[src/rtl/cfwh_pkg.sv]
`default_nettype none

package cfwh_pkg;

  // width of the bin index seen on the ports
  localparam int IDX_OUT_W = 6;

  // item kinds
  typedef enum logic {
    OP_ADD  = 1'b0,
    OP_READ = 1'b1
  } op_t;

  // clamp codes of a result
  typedef enum logic [1:0] {
    CLAMP_NONE = 2'd0,
    CLAMP_LOW  = 2'd1,
    CLAMP_HIGH = 2'd2
  } clamp_t;

  // configuration register indexes
  typedef enum logic [1:0] {
    REG_DOMAIN_START = 2'd0,
    REG_BIN_WIDTH    = 2'd1,
    REG_BIN_COUNT    = 2'd2
  } cfg_reg_t;

  // front states
  typedef enum logic [1:0] {
    F_IDLE,
    F_DIV,
    F_PUSH
  } front_state_t;

  // back states
  typedef enum logic [1:0] {
    B_CLEAR,
    B_IDLE,
    B_EXEC
  } back_state_t;

  // classified item handed from front to back
  typedef struct packed {
    op_t                  op;
    clamp_t               code;
    logic                 no_store;
    logic [IDX_OUT_W-1:0] idx;
  } entry_ctrl_t;

endpackage

`default_nettype wire

[src/rtl/cfwh_front.sv]
`default_nettype none

module cfwh_front import cfwh_pkg::*; #(
  parameter int MAX_BINS = 64,
  parameter int BIN_W    = 6
) (
  input  wire logic                 clk,
  input  wire logic                 rst_n,
  input  wire logic                 take,
  input  wire logic                 in_mode,
  input  wire logic [31:0]          in_sample,
  input  wire logic [IDX_OUT_W-1:0] in_read_bin,
  input  wire logic                 cfg_valid,
  input  wire logic [1:0]           cfg_index,
  input  wire logic [31:0]          cfg_data,
  output logic                      busy,
  output logic                      push_valid,
  input  wire logic                 push_ready,
  output entry_ctrl_t               push_ctrl,
  output logic [BIN_W-1:0]          push_bin
);

  front_state_t state_r, state_nxt;

  logic [31:0] start_r;
  logic [31:0] width_r;
  logic [6:0]  count_r;

  op_t                  op_r;
  logic                 low_r;
  logic [IDX_OUT_W-1:0] rbin_r;
  logic [31:0]          rem_r, rem_nxt;
  logic [31:0]          dvd_r, dvd_nxt;
  logic [31:0]          quo_r, quo_nxt;
  logic [4:0]           step_r;

  logic [32:0] trial;
  logic [32:0] trial_diff;
  logic        trial_ge;
  logic [31:0] n_ext;
  logic [31:0] cnt_ext;
  logic [31:0] bin_ext;
  logic [31:0] rbin_ext;
  clamp_t      code_sel;

  // configuration registers
  always_ff @(posedge clk) begin
    if (!rst_n) begin
      start_r <= 32'd0;
      width_r <= 32'd1;
      count_r <= 7'd64;
    end else if (cfg_valid) begin
      case (cfg_index)
        REG_DOMAIN_START: start_r <= cfg_data;
        REG_BIN_WIDTH:    width_r <= cfg_data;
        REG_BIN_COUNT:    count_r <= cfg_data[6:0];
        default: ;
      endcase
    end
  end

  // one restoring division step
  assign trial      = {rem_r, dvd_r[31]};
  assign trial_diff = trial - {1'b0, width_r};
  assign trial_ge   = trial >= {1'b0, width_r};

  always_comb begin
    rem_nxt = trial_ge ? trial_diff[31:0] : trial[31:0];
    dvd_nxt = {dvd_r[30:0], 1'b0};
    quo_nxt = {quo_r[30:0], trial_ge};
  end

  // bins in use, bounded to one and to storage
  assign cnt_ext = {25'd0, count_r};
  always_comb begin
    if (cnt_ext == 32'd0) begin
      n_ext = 32'd1;
    end else if (cnt_ext > 32'(MAX_BINS)) begin
      n_ext = 32'(MAX_BINS);
    end else begin
      n_ext = cnt_ext;
    end
  end

  // final bin choice and clamp
  assign rbin_ext = {{(32-IDX_OUT_W){1'b0}}, rbin_r};
  always_comb begin
    if (op_r == OP_READ) begin
      bin_ext  = rbin_ext;
      code_sel = CLAMP_NONE;
    end else if (low_r) begin
      bin_ext  = 32'd0;
      code_sel = CLAMP_LOW;
    end else if (quo_r >= n_ext) begin
      bin_ext  = n_ext - 32'd1;
      code_sel = CLAMP_HIGH;
    end else begin
      bin_ext  = quo_r;
      code_sel = CLAMP_NONE;
    end
  end

  assign push_bin           = bin_ext[BIN_W-1:0];
  assign push_ctrl.op       = op_r;
  assign push_ctrl.code     = code_sel;
  assign push_ctrl.no_store = (op_r == OP_READ) && (rbin_ext >= 32'(MAX_BINS));
  assign push_ctrl.idx      = bin_ext[IDX_OUT_W-1:0];

  // next state
  always_comb begin
    state_nxt = state_r;
    case (state_r)
      F_IDLE: begin
        if (take) begin
          if ((in_mode == OP_READ) || (in_sample < start_r) || (width_r == 32'd0)) begin
            state_nxt = F_PUSH;
          end else begin
            state_nxt = F_DIV;
          end
        end
      end
      F_DIV: begin
        if (step_r == 5'd31) begin
          state_nxt = F_PUSH;
        end
      end
      F_PUSH: begin
        if (push_ready) begin
          state_nxt = F_IDLE;
        end
      end
      default: state_nxt = F_IDLE;
    endcase
  end

  // state outputs
  always_comb begin
    busy       = 1'b1;
    push_valid = 1'b0;
    case (state_r)
      F_IDLE:  busy = 1'b0;
      F_DIV:   ;
      F_PUSH:  push_valid = 1'b1;
      default: busy = 1'b0;
    endcase
  end

  always_ff @(posedge clk) begin
    if (!rst_n) begin
      state_r <= F_IDLE;
    end else begin
      state_r <= state_nxt;
    end
  end

  // item and divider registers
  always_ff @(posedge clk) begin
    if (take) begin
      op_r   <= op_t'(in_mode);
      rbin_r <= in_read_bin;
      low_r  <= in_sample < start_r;
      dvd_r  <= in_sample - start_r;
      rem_r  <= 32'd0;
      quo_r  <= '1;
      step_r <= 5'd0;
    end else if (state_r == F_DIV) begin
      rem_r  <= rem_nxt;
      dvd_r  <= dvd_nxt;
      quo_r  <= quo_nxt;
      step_r <= step_r + 5'd1;
    end
  end

endmodule

`default_nettype wire

[src/rtl/cfwh_queue.sv]
`default_nettype none

module cfwh_queue import cfwh_pkg::*; #(
  parameter int BIN_W = 6
) (
  input  wire logic        clk,
  input  wire logic        rst_n,
  input  wire logic        push_valid,
  output logic             push_ready,
  input  wire entry_ctrl_t push_ctrl,
  input  wire logic [BIN_W-1:0] push_bin,
  output logic             pop_valid,
  input  wire logic        pop_ready,
  output entry_ctrl_t      pop_ctrl,
  output logic [BIN_W-1:0] pop_bin
);

  // two-entry queue
  entry_ctrl_t      ctrl_q [2];
  logic [BIN_W-1:0] bin_q  [2];
  logic             wr_ptr_r;
  logic             rd_ptr_r;
  logic [1:0]       fill_r;
  logic             do_push;
  logic             do_pop;

  assign push_ready = fill_r != 2'd2;
  assign pop_valid  = fill_r != 2'd0;
  assign do_push    = push_valid && push_ready;
  assign do_pop     = pop_ready && pop_valid;
  assign pop_ctrl   = ctrl_q[rd_ptr_r];
  assign pop_bin    = bin_q[rd_ptr_r];

  // pointers and fill level
  always_ff @(posedge clk) begin
    if (!rst_n) begin
      wr_ptr_r <= 1'b0;
      rd_ptr_r <= 1'b0;
      fill_r   <= 2'd0;
    end else begin
      if (do_push) begin
        wr_ptr_r <= ~wr_ptr_r;
      end
      if (do_pop) begin
        rd_ptr_r <= ~rd_ptr_r;
      end
      if (do_push && !do_pop) begin
        fill_r <= fill_r + 2'd1;
      end else if (do_pop && !do_push) begin
        fill_r <= fill_r - 2'd1;
      end
    end
  end

  // entry storage
  always_ff @(posedge clk) begin
    if (do_push) begin
      ctrl_q[wr_ptr_r] <= push_ctrl;
      bin_q[wr_ptr_r]  <= push_bin;
    end
  end

endmodule

`default_nettype wire

[src/rtl/cfwh_back.sv]
`default_nettype none

module cfwh_back import cfwh_pkg::*; #(
  parameter int MAX_BINS    = 64,
  parameter int COUNT_WIDTH = 32,
  parameter int BIN_W       = 6
) (
  input  wire logic                 clk,
  input  wire logic                 rst_n,
  input  wire logic                 pop_valid,
  output logic                      pop_ready,
  input  wire entry_ctrl_t          pop_ctrl,
  input  wire logic [BIN_W-1:0]     pop_bin,
  output logic                      clearing,
  output logic                      out_valid,
  output logic [IDX_OUT_W-1:0]      out_bin_index,
  output logic [31:0]               out_bin_total,
  output logic [1:0]                out_clamp_code
);

  back_state_t state_r, state_nxt;

  logic [COUNT_WIDTH-1:0] mem [MAX_BINS];
  logic [COUNT_WIDTH-1:0] rd_data_r;
  logic [BIN_W-1:0]       clr_addr_r;
  entry_ctrl_t            ctrl_r;
  logic [BIN_W-1:0]       bin_r;

  logic                   out_valid_r;
  logic [IDX_OUT_W-1:0]   out_idx_r;
  logic [31:0]            out_total_r;
  clamp_t                 out_code_r;

  logic                   mem_re;
  logic                   mem_we;
  logic                   result_load;
  logic [BIN_W-1:0]       wr_addr;
  logic [COUNT_WIDTH-1:0] wr_data;
  logic [COUNT_WIDTH-1:0] inc_val;
  logic [COUNT_WIDTH-1:0] total_val;
  logic [63:0]            total_ext;
  logic                   clr_last;

  assign clr_last = clr_addr_r == BIN_W'(MAX_BINS - 1);

  // saturating increment and result value
  assign inc_val   = (rd_data_r == '1) ? rd_data_r : rd_data_r + 1'b1;
  always_comb begin
    if (ctrl_r.op == OP_ADD) begin
      total_val = inc_val;
    end else if (ctrl_r.no_store) begin
      total_val = '0;
    end else begin
      total_val = rd_data_r;
    end
  end
  assign total_ext = 64'(total_val);

  assign wr_addr = (state_r == B_CLEAR) ? clr_addr_r : bin_r;
  assign wr_data = (state_r == B_CLEAR) ? '0 : inc_val;

  // next state
  always_comb begin
    state_nxt = state_r;
    case (state_r)
      B_CLEAR: begin
        if (clr_last) begin
          state_nxt = B_IDLE;
        end
      end
      B_IDLE: begin
        if (pop_valid) begin
          state_nxt = B_EXEC;
        end
      end
      B_EXEC:  state_nxt = B_IDLE;
      default: state_nxt = B_CLEAR;
    endcase
  end

  // state outputs
  always_comb begin
    pop_ready   = 1'b0;
    mem_re      = 1'b0;
    mem_we      = 1'b0;
    result_load = 1'b0;
    clearing    = 1'b0;
    case (state_r)
      B_CLEAR: begin
        mem_we   = 1'b1;
        clearing = 1'b1;
      end
      B_IDLE: begin
        pop_ready = 1'b1;
        mem_re    = pop_valid;
      end
      B_EXEC: begin
        mem_we      = ctrl_r.op == OP_ADD;
        result_load = 1'b1;
      end
      default: clearing = 1'b1;
    endcase
  end

  always_ff @(posedge clk) begin
    if (!rst_n) begin
      state_r     <= B_CLEAR;
      clr_addr_r  <= '0;
      out_valid_r <= 1'b0;
    end else begin
      state_r     <= state_nxt;
      out_valid_r <= result_load;
      if (state_r == B_CLEAR) begin
        clr_addr_r <= clr_addr_r + 1'b1;
      end
    end
  end

  // counter memory
  always_ff @(posedge clk) begin
    if (mem_we) begin
      mem[wr_addr] <= wr_data;
    end
    if (mem_re) begin
      rd_data_r <= mem[pop_bin];
    end
  end

  // item and result registers
  always_ff @(posedge clk) begin
    if (mem_re) begin
      ctrl_r <= pop_ctrl;
      bin_r  <= pop_bin;
    end
    if (result_load) begin
      out_idx_r   <= ctrl_r.idx;
      out_total_r <= total_ext[31:0];
      out_code_r  <= ctrl_r.code;
    end
  end

  assign out_valid      = out_valid_r;
  assign out_bin_index  = out_idx_r;
  assign out_bin_total  = out_total_r;
  assign out_clamp_code = out_code_r;

endmodule

`default_nettype wire

[src/rtl/clamped_fixed_width_histogram.sv]
// channel   handshake              payload
// input     start, busy            in_mode, in_sample, in_read_bin
// result    out_valid (strobe)     out_bin_index, out_bin_total, out_clamp_code
// config    cfg_valid, cfg_ready   cfg_index, cfg_data
//
// an add item holds the front for acceptance, 32 divider steps and the hand-off;
// a read item or a clamped-low or zero-width add skips the divider steps
// the back reads the counter memory for each item and, for an add, writes back the
// increment; the result strobe is registered; a two-entry queue sits between
// after reset a clearing pass zeroes each of the MAX_BINS counters, busy is high
// the receiver cannot stall; config writes are always taken

`default_nettype none

module clamped_fixed_width_histogram import cfwh_pkg::*; #(
  parameter int MAX_BINS    = 64,
  parameter int COUNT_WIDTH = 32
) (
  input  wire logic                 clk,
  input  wire logic                 rst_n,
  input  wire logic                 start,
  output logic                      busy,
  input  wire logic                 in_mode,
  input  wire logic [31:0]          in_sample,
  input  wire logic [IDX_OUT_W-1:0] in_read_bin,
  output logic                      out_valid,
  output logic [IDX_OUT_W-1:0]      out_bin_index,
  output logic [31:0]               out_bin_total,
  output logic [1:0]                out_clamp_code,
  input  wire logic                 cfg_valid,
  output logic                      cfg_ready,
  input  wire logic [1:0]           cfg_index,
  input  wire logic [31:0]          cfg_data
);

  localparam int BIN_W = (MAX_BINS > 1) ? $clog2(MAX_BINS) : 1;

  logic             front_busy;
  logic             take;
  logic             clearing;
  logic             push_valid;
  logic             push_ready;
  entry_ctrl_t      push_ctrl;
  logic [BIN_W-1:0] push_bin;
  logic             pop_valid;
  logic             pop_ready;
  entry_ctrl_t      pop_ctrl;
  logic [BIN_W-1:0] pop_bin;

  // item acceptance
  assign busy      = front_busy | clearing;
  assign take      = start & ~busy;
  assign cfg_ready = 1'b1;

  cfwh_front #(
    .MAX_BINS (MAX_BINS),
    .BIN_W    (BIN_W)
  ) u_front (
    .clk         (clk),
    .rst_n       (rst_n),
    .take        (take),
    .in_mode     (in_mode),
    .in_sample   (in_sample),
    .in_read_bin (in_read_bin),
    .cfg_valid   (cfg_valid),
    .cfg_index   (cfg_index),
    .cfg_data    (cfg_data),
    .busy        (front_busy),
    .push_valid  (push_valid),
    .push_ready  (push_ready),
    .push_ctrl   (push_ctrl),
    .push_bin    (push_bin)
  );

  cfwh_queue #(
    .BIN_W (BIN_W)
  ) u_queue (
    .clk        (clk),
    .rst_n      (rst_n),
    .push_valid (push_valid),
    .push_ready (push_ready),
    .push_ctrl  (push_ctrl),
    .push_bin   (push_bin),
    .pop_valid  (pop_valid),
    .pop_ready  (pop_ready),
    .pop_ctrl   (pop_ctrl),
    .pop_bin    (pop_bin)
  );

  cfwh_back #(
    .MAX_BINS    (MAX_BINS),
    .COUNT_WIDTH (COUNT_WIDTH),
    .BIN_W       (BIN_W)
  ) u_back (
    .clk            (clk),
    .rst_n          (rst_n),
    .pop_valid      (pop_valid),
    .pop_ready      (pop_ready),
    .pop_ctrl       (pop_ctrl),
    .pop_bin        (pop_bin),
    .clearing       (clearing),
    .out_valid      (out_valid),
    .out_bin_index  (out_bin_index),
    .out_bin_total  (out_bin_total),
    .out_clamp_code (out_clamp_code)
  );

endmodule

`default_nettype wire
[config.mk]
export PLATFORM = sky130hd
export DESIGN_NAME = clamped_fixed_width_histogram
export DESIGN_NICKNAME = d
export VERILOG_FILES = /design/src/rtl/cfwh_pkg.sv /design/src/rtl/cfwh_front.sv /design/src/rtl/cfwh_queue.sv /design/src/rtl/cfwh_back.sv /design/src/rtl/clamped_fixed_width_histogram.sv
export SDC_FILE = /design/constraint.sdc
export NUM_CORES = 2
export LEC_CHECK = 0
export ABC_AREA = 0
export BUFFER_PORTS_ARGS = -buffer_cell sky130_fd_sc_hd__buf_2
export CAP_MARGIN = 25
export CORE_MARGIN = 5
export CORE_UTILIZATION = 28
export CTS_BUF_LIST = sky130_fd_sc_hd__clkbuf_4 sky130_fd_sc_hd__clkbuf_8
export CTS_CLUSTER_DIAMETER = 30
export DETAILED_ROUTE_END_ITERATION = 10
export PLACE_DENSITY_LB_ADDON = 0.1
export SYNTH_ARGS = -nofsm -noshare
export SYNTH_HDL_FRONTEND = slang
export SYNTH_SLANG_ARGS = --single-unit
[constraint.sdc]
create_clock -name clk -period 5.66 [get_ports clk]
set_input_delay 0.566 -clock clk [delete_from_list [all_inputs] [get_ports clk]]
set_output_delay 0.566 -clock clk [all_outputs]
set_load 0.05 [all_outputs]
=== Word level (Yosys, flattened, before mapping) ===
Memory sizes are Yosys's and may differ from the RTL's. A register that Yosys moved wholly into a read port is not among the register bits.
Index checks and enable logic that the tools add are counted.

* Muxes and demuxes: 39
* Shift-type cells: 0
* Equal/unequal tests: 15
* Divide/modulo/power cells: 0
* Magnitude comparators: 5
* $mul: 0
* Add/subtract/negate cells: 8
* Reductions and logical operators: 24
* Bitwise gates (word level): 6

{| class="wikitable"
|+ Operators with widths
! operator !! number
|-
| $mux W32 || 7
|-
| $logic_not A32 Y1 || 2
|-
| $sub A32 B32 Y32 || 2
|-
| $ge A33 B32 Y1 || 1
|-
| $add A32 B1 Y32 const B || 1
|-
| $eq A32 B32 Y1 const B || 1
|-
| $ge A32 B7 Y1 || 1
|-
| $lt A32 B32 Y1 || 1
|-
| $mux W6 || 4
|-
| $mux W2 || 11
|-
| $mux W7 || 2
|-
| $mux W1 || 12
|-
| $pmux W2 S3 || 2
|-
| $ne A2 B1 Y1 const B || 4
|-
| $reduce_and A2 Y1 || 4
|-
| $ge A6 B7 Y1 const B || 1
|-
| $gt A7 B7 Y1 const B || 1
|-
| $add A6 B1 Y6 const B || 1
|-
| $eq A2 B1 Y1 const B || 3
|-
| $eq A2 B2 Y1 const B || 3
|-
| $eq A6 B6 Y1 const B || 1
|-
| $logic_not A2 Y1 || 3
|-
| $reduce_bool A2 Y1 || 3
|-
| $sub A6 B1 Y6 const B || 1
|-
| 14 further kinds || 25
|}

* Input port bits: 77
* Memories: 3
* Bits in read-only memories: 0
* Bits in writable memories: 2080
* Word-level logic and storage cells: 121
* Bits in latches: 0
* Bits in registers: 241

{| class="wikitable"
|+ Memories
! memory !! depth !! bits a word !! read ports !! clocked after memory_dff !! wr ports !! RTL line !! RTL
|-
| u_back.mem || 64 || 32 || 1 || 1 || 1 || cfwh_back.sv:23 || <nowiki>logic [COUNT_WIDTH-1:0] mem [MAX_BINS];</nowiki>
|-
| u_queue.ctrl_q || 2 || 10 || 1 || 1 || 1 || cfwh_queue.sv:19 || <nowiki>entry_ctrl_t ctrl_q [2];</nowiki>
|-
| u_queue.bin_q || 2 || 6 || 1 || 1 || 1 || cfwh_queue.sv:20 || <nowiki>logic [BIN_W-1:0] bin_q [2];</nowiki>
|}

=== Longest topological paths before layout ===
* Depth after elaboration: 8
* Mapped depth: 15
* Depth with buffers taken out: 15

=== By module ===
A second synthesis with hierarchy kept.

* Cell total of the unflattened synthesis: 5283
* Area total of the unflattened synthesis: 95736.8 sq um

{| class="wikitable"
|+ Modules (own cells, without submodules)
! module !! cells each !! seq. area each (sq um) !! times used !! area an instance (sq um)
|-
| cfwh_back || 3845 || 64321.7 || 1 || 82928.3
|-
| cfwh_front || 1360 || 4043.9 || 1 || 11389.7
|-
| cfwh_queue || 74 || 1061.0 || 1 || 1393.8
|-
| clamped_fixed_width_histogram || 4 || 0.0 || 1 || 25.0
|}

=== Least setup slack after synthesis ===
OpenSTA, ideal clock, no wires.

* Kind: register to register
* From: register u_back.rd_data_r[0], read port of u_back.mem
* To: memory u_back.mem[0][31] (data pin)
* Data arrival time: 3878 ps
* Period minus slack after synthesis: 4426 ps
* Buffers on the path: 1
* Setup slack: 1234 ps
* Cell stages (with the launch flop): 11
* Cells stage by stage: edfxtp_1 -> ha_1 -> and3_1 -> nand4_1 -> o41ai_1 -> nor3_2 -> nand3_2 -> or3_1 -> buf_2 -> or3_1 -> a21oi_1

* Word-level cells in the longest chain between the ends: 3

{| class="wikitable"
|+ Ends and longest elaborated chain
! what !! RTL line !! RTL
|-
| start: declaration || cfwh_back.sv:24 || <nowiki>logic [COUNT_WIDTH-1:0] rd_data_r;</nowiki>
|-
| $add A32 B1 Y32 or $eq A32 B32 Y1 (tied branches) || cfwh_back.sv:47 || <nowiki>assign inc_val = (rd_data_r == '1) ? rd_data_r : rd_data_r + 1'b1;</nowiki>
|-
| $mux W32 * || cfwh_back.sv:47 ||
|-
| $mux W32 * || cfwh_back.sv:60 || <nowiki>assign wr_data = (state_r == B_CLEAR) ? '0 : inc_val;</nowiki>
|-
| named net u_back.wr_data[31] || cfwh_back.sv:38 || <nowiki>logic [COUNT_WIDTH-1:0] wr_data;</nowiki>
|-
| end: declaration || cfwh_back.sv:23 ||
|}

Mark *: on every way through the listed nets, which the timed path passes. The rest lies on a longest branch.

==> flow_summary.yaml <==
power:
  switching_power_mw: 17.6
  p_int_mw: 37.4
  p_sw_share_pct: 32.0
  powerDensity_mw_per_mm2: 461
  p_leak_nw: 42.2
  power_frac_comb_pct: 22.2
  worst_ir_drop_vdd_v: 0.000254
  pwr-share-seq_pct: 36.6
  pwr-share-clk_pct: 41.2
timing:
  finalSetupTns_ps: 0
  drv_slew: 0
  period_needed_ps: 4660
  finalWorstSetupSlack_ps: 996
  rsz0062_at_grt: "no"
  hold_viol: 0
  fmax_ghz: 0.214
  slew_headroom_pct: 25.1
  fin_crit_sh_pct: 82.4
  skew_ps: 64.3
  finalSetupViolCount: 0
  max_slew.worst_pin.slew_ps: 1120
floorplan:
  die-area_mm2: 0.360
  num_rows: 216
  core_area_mm2: 0.346
  io_pins: 120
  die_width_um: 600
  start_util_pct: 28.1
  die_h_um: 600
global_routing:
  grt_pass1_vias: 68200
  grt_pass1_wl_mm: 497
  antenna_found_initial: 22
  grt_use_total_pct: 18.9
  grt_max_degree: 117
  grt_remaining_overflow: 0
place:
  post-dp-hpwl_mm: 203
  pre_cts_ws_ps: 1020
  gp_congestion: 0.797
  io_buffers: 118
synth:
  synth_top_area_share_pct: 67.5
  yosys_register_bits: 2349
  yosys-top-cells-count: "nand2_1, edfxtp_1, nand3_1, a311oi_1, clkbuf_1"
  ys_dominant_reg_cell: "edfxtp_1"
  syn_nets: 8213
  yosysMostFrequentCell: "nand2_1"
  syn_area_per_cell_um2: 12.1
  synth.cell_area_mm2: 0.0975
  syn_inst: 8051
  ys_async_sr_fraction_pct: 0
  synthTopCellsByArea: "edfxtp_1, nand2_1, nand3_1"
  synth_cell_types: 83
  synth-edff-count: 2193
  ys_warn_count: 0
  ys_seq_area_share_pct: 70.7
  yosys.area.top_type: "edfxtp_1"
critical_path:
  cp-start-kind: "flip-flop"
  rr_endpoint: "u_back.rd_data_r[1]"
  cp_max_fo: 95
  cp_data_arrival_time_ps: 5640
  required_ps: 6640
  crit_type: "reg2reg"
  reg2regPathDepth: 11
  r2r_setup_slack_ps: 1000
  end_kind: "flip-flop"
clock_tree:
  htreeDepth: 6
  cts_sinks: 2349
  clk_pin_slew_worst_paths_ps: 50
  clk_path_buf_depth: 4
  cts_buffers: 593
  cts_tree: "yes"
  cts-root-buf: "clkbuf_8"
  clk_latency_ps: 1150
  post_cts_resized: 0
routing:
  dr.pass1.iters: 6
  ant_nets: 0
  wl_per_cell_um: 25.6
  drt-total-wl_mm: 350
  post-route-drc-count: 0
  routed_via_density: 4.96
  num_vias: 68100
  first_iter_violations: 5712
hold_path:
  hold_class: "in2reg"
  min_from: "in_sample[23]"
  holdPathStages: 4
  hold_path_end: "u_front.dvd_r[23]"
layout:
  layout.nets: 8804
  syn_to_final_growth_pct: 22.5
  drive_gt1_share_pct: 17.3
flow_run:
  cap_violations: 0
run_status:
  outcome: "complete, no violations"
==> cells by family (layout without fill, tap and decap cells) <==
logic type	Yosys count	after routing	synth area share, %
AO/OA/AOI/OAI	848	848	6.18
XOR/XNOR	115	115	1.03
adder cells (fa/ha/maj)	85	85	1.11
buffers and inverters	654	1720	2.73
flip-flops	2349	2349	70.7
multiplexers	92	92	0.984
other	1	16	0.00385
AND/OR/NAND/NOR	3907	3907	17.2
==> per-layer routing <==
| metal | vias up | track usage [%] | routed length [µm] |
|---|---|---|---|
| li1 | 30800 | - | - |
| met1 | 34600 | 26.4 | 159000 |
| met2 | 2088 | 30.1 | 161000 |
| met3 | 548 | 3.27 | 20700 |
| met4 | 2 | 5.41 | 9350 |
| met5 | - | 0 | 13 |
==> critical path, stage by stage, from the launching register on <==
cell and delay, ps:
dfxtp_1 760, mux2i_4 200, inv_8 680, buf_12 340, buf_4 430, nand2_1 90, and3_1 190, a311oi_1 280
a311oi_1 90, a311oi_1 810, a21oi_1 200, a21oi_1 220
==> cells in the final DEF, fill, tap and decap left out, types with 19 or more instances in the layout <==
cell type	instances
mux2i_1	75
nand4_1	24
dfxtp_1	156
nand2_1	2337
xor2_1	39
xnor2_1	76
bufinv_16	69
clkbuf_8	607
edfxtp_1	2193
buf_4	278
nand3_1	1061
a211oi_1	23
a21oi_1	199
or3_1	19
inv_1	116
buf_12	53
nor3_1	48
and3_1	138
buf_2	121
ha_1	80
nor2_4	88
nor2_1	104
dlygate4sd3_1	70
o21ai_0	103
clkinvlp_4	38
a21o_1	31
a31oi_1	44
clkinv_2	100
clkinv_1	105
a311oi_1	349
clkbuf_4	101
==> power groups by stage <==
stage | clock network [mW] | registers, mW | logic (mW)
after floorplan | 0 | 20.4 | 7.08
after CTS | 23.3 | 20.1 | 12.3
final | 22.7 | 20.1 | 12.2
after global routing | 24.2 | 20.2 | 13.3
after detailed placement | 0 | 20.5 | 12.3
after global placement | 0 | 20.5 | 12.2
==> what timing repair did <==
item,CTS,global route
setup endpoints to repair,0,0
hold buffers,70,0
setup buffers,0,0
endpoints found under the hold margin,96,0
==> stage by stage <==
step	power [mW]	hold WS, ps	instance area (µm²)	cells	util [%]
after floorplan	27.5	400	97500	8051	-
after global placement	32.7	411	106000	12500	30.5
after detailed placement	32.7	415	106000	12600	30.5
after CTS	55.7	0.908	119000	13700	34.5
after global routing	57.6	48.8	119000	13700	34.5
final	55.0	128	119000	13700	34.5
==> registers in the layout (all words and copies together) (netlist names), 7 cells and up, named ones only <==
register              count
u_back.ctrl_r             9
u_back.out_bin_total     32
u_back.rd_data_r         32
u_front.dvd_r            32
u_front.start_r          32
u_front.width_r          32
u_back.mem             2048
u_queue.ctrl_q           18
u_front.rem_r            32
u_front.count_r           7
u_front.quo_r            32
==> how the worst max path moves through the flow <==
stage	from	to	slack, ps
4_1_cts	flip-flop	u_back.rd_data_r[1]	950
6_report	flip-flop	u_back.rd_data_r[1]	1000
2_1_floorplan	u_back.rd_data_r[0]	u_back.mem[0][31]	1230
5_1_grt	flip-flop	u_back.rd_data_r[1]	680
3_5_place_dp	flip-flop	u_back.rd_data_r[1]	1020
3_3_place_gp	flip-flop	u_back.rd_data_r[20]	290
==> area by class of cell <==
| type | count | area [µm²] |
|---|---|---|
| Inverter | 124 | 488 |
| Clock buffer | 708 | 9110 |
| Multi-Input combinational cell | 5048 | 26800 |
| Antenna cell | 15 | 37.5 |
| Sequential cell | 2349 | 69000 |
| Clock inverter | 362 | 3800 |
| Tap cell | 4578 | 5730 |
| Timing Repair Buffer | 526 | 4540 |
| Fill cell | 34300 | 227000 |
No activity file was read; power rests on OpenSTA's default activity.
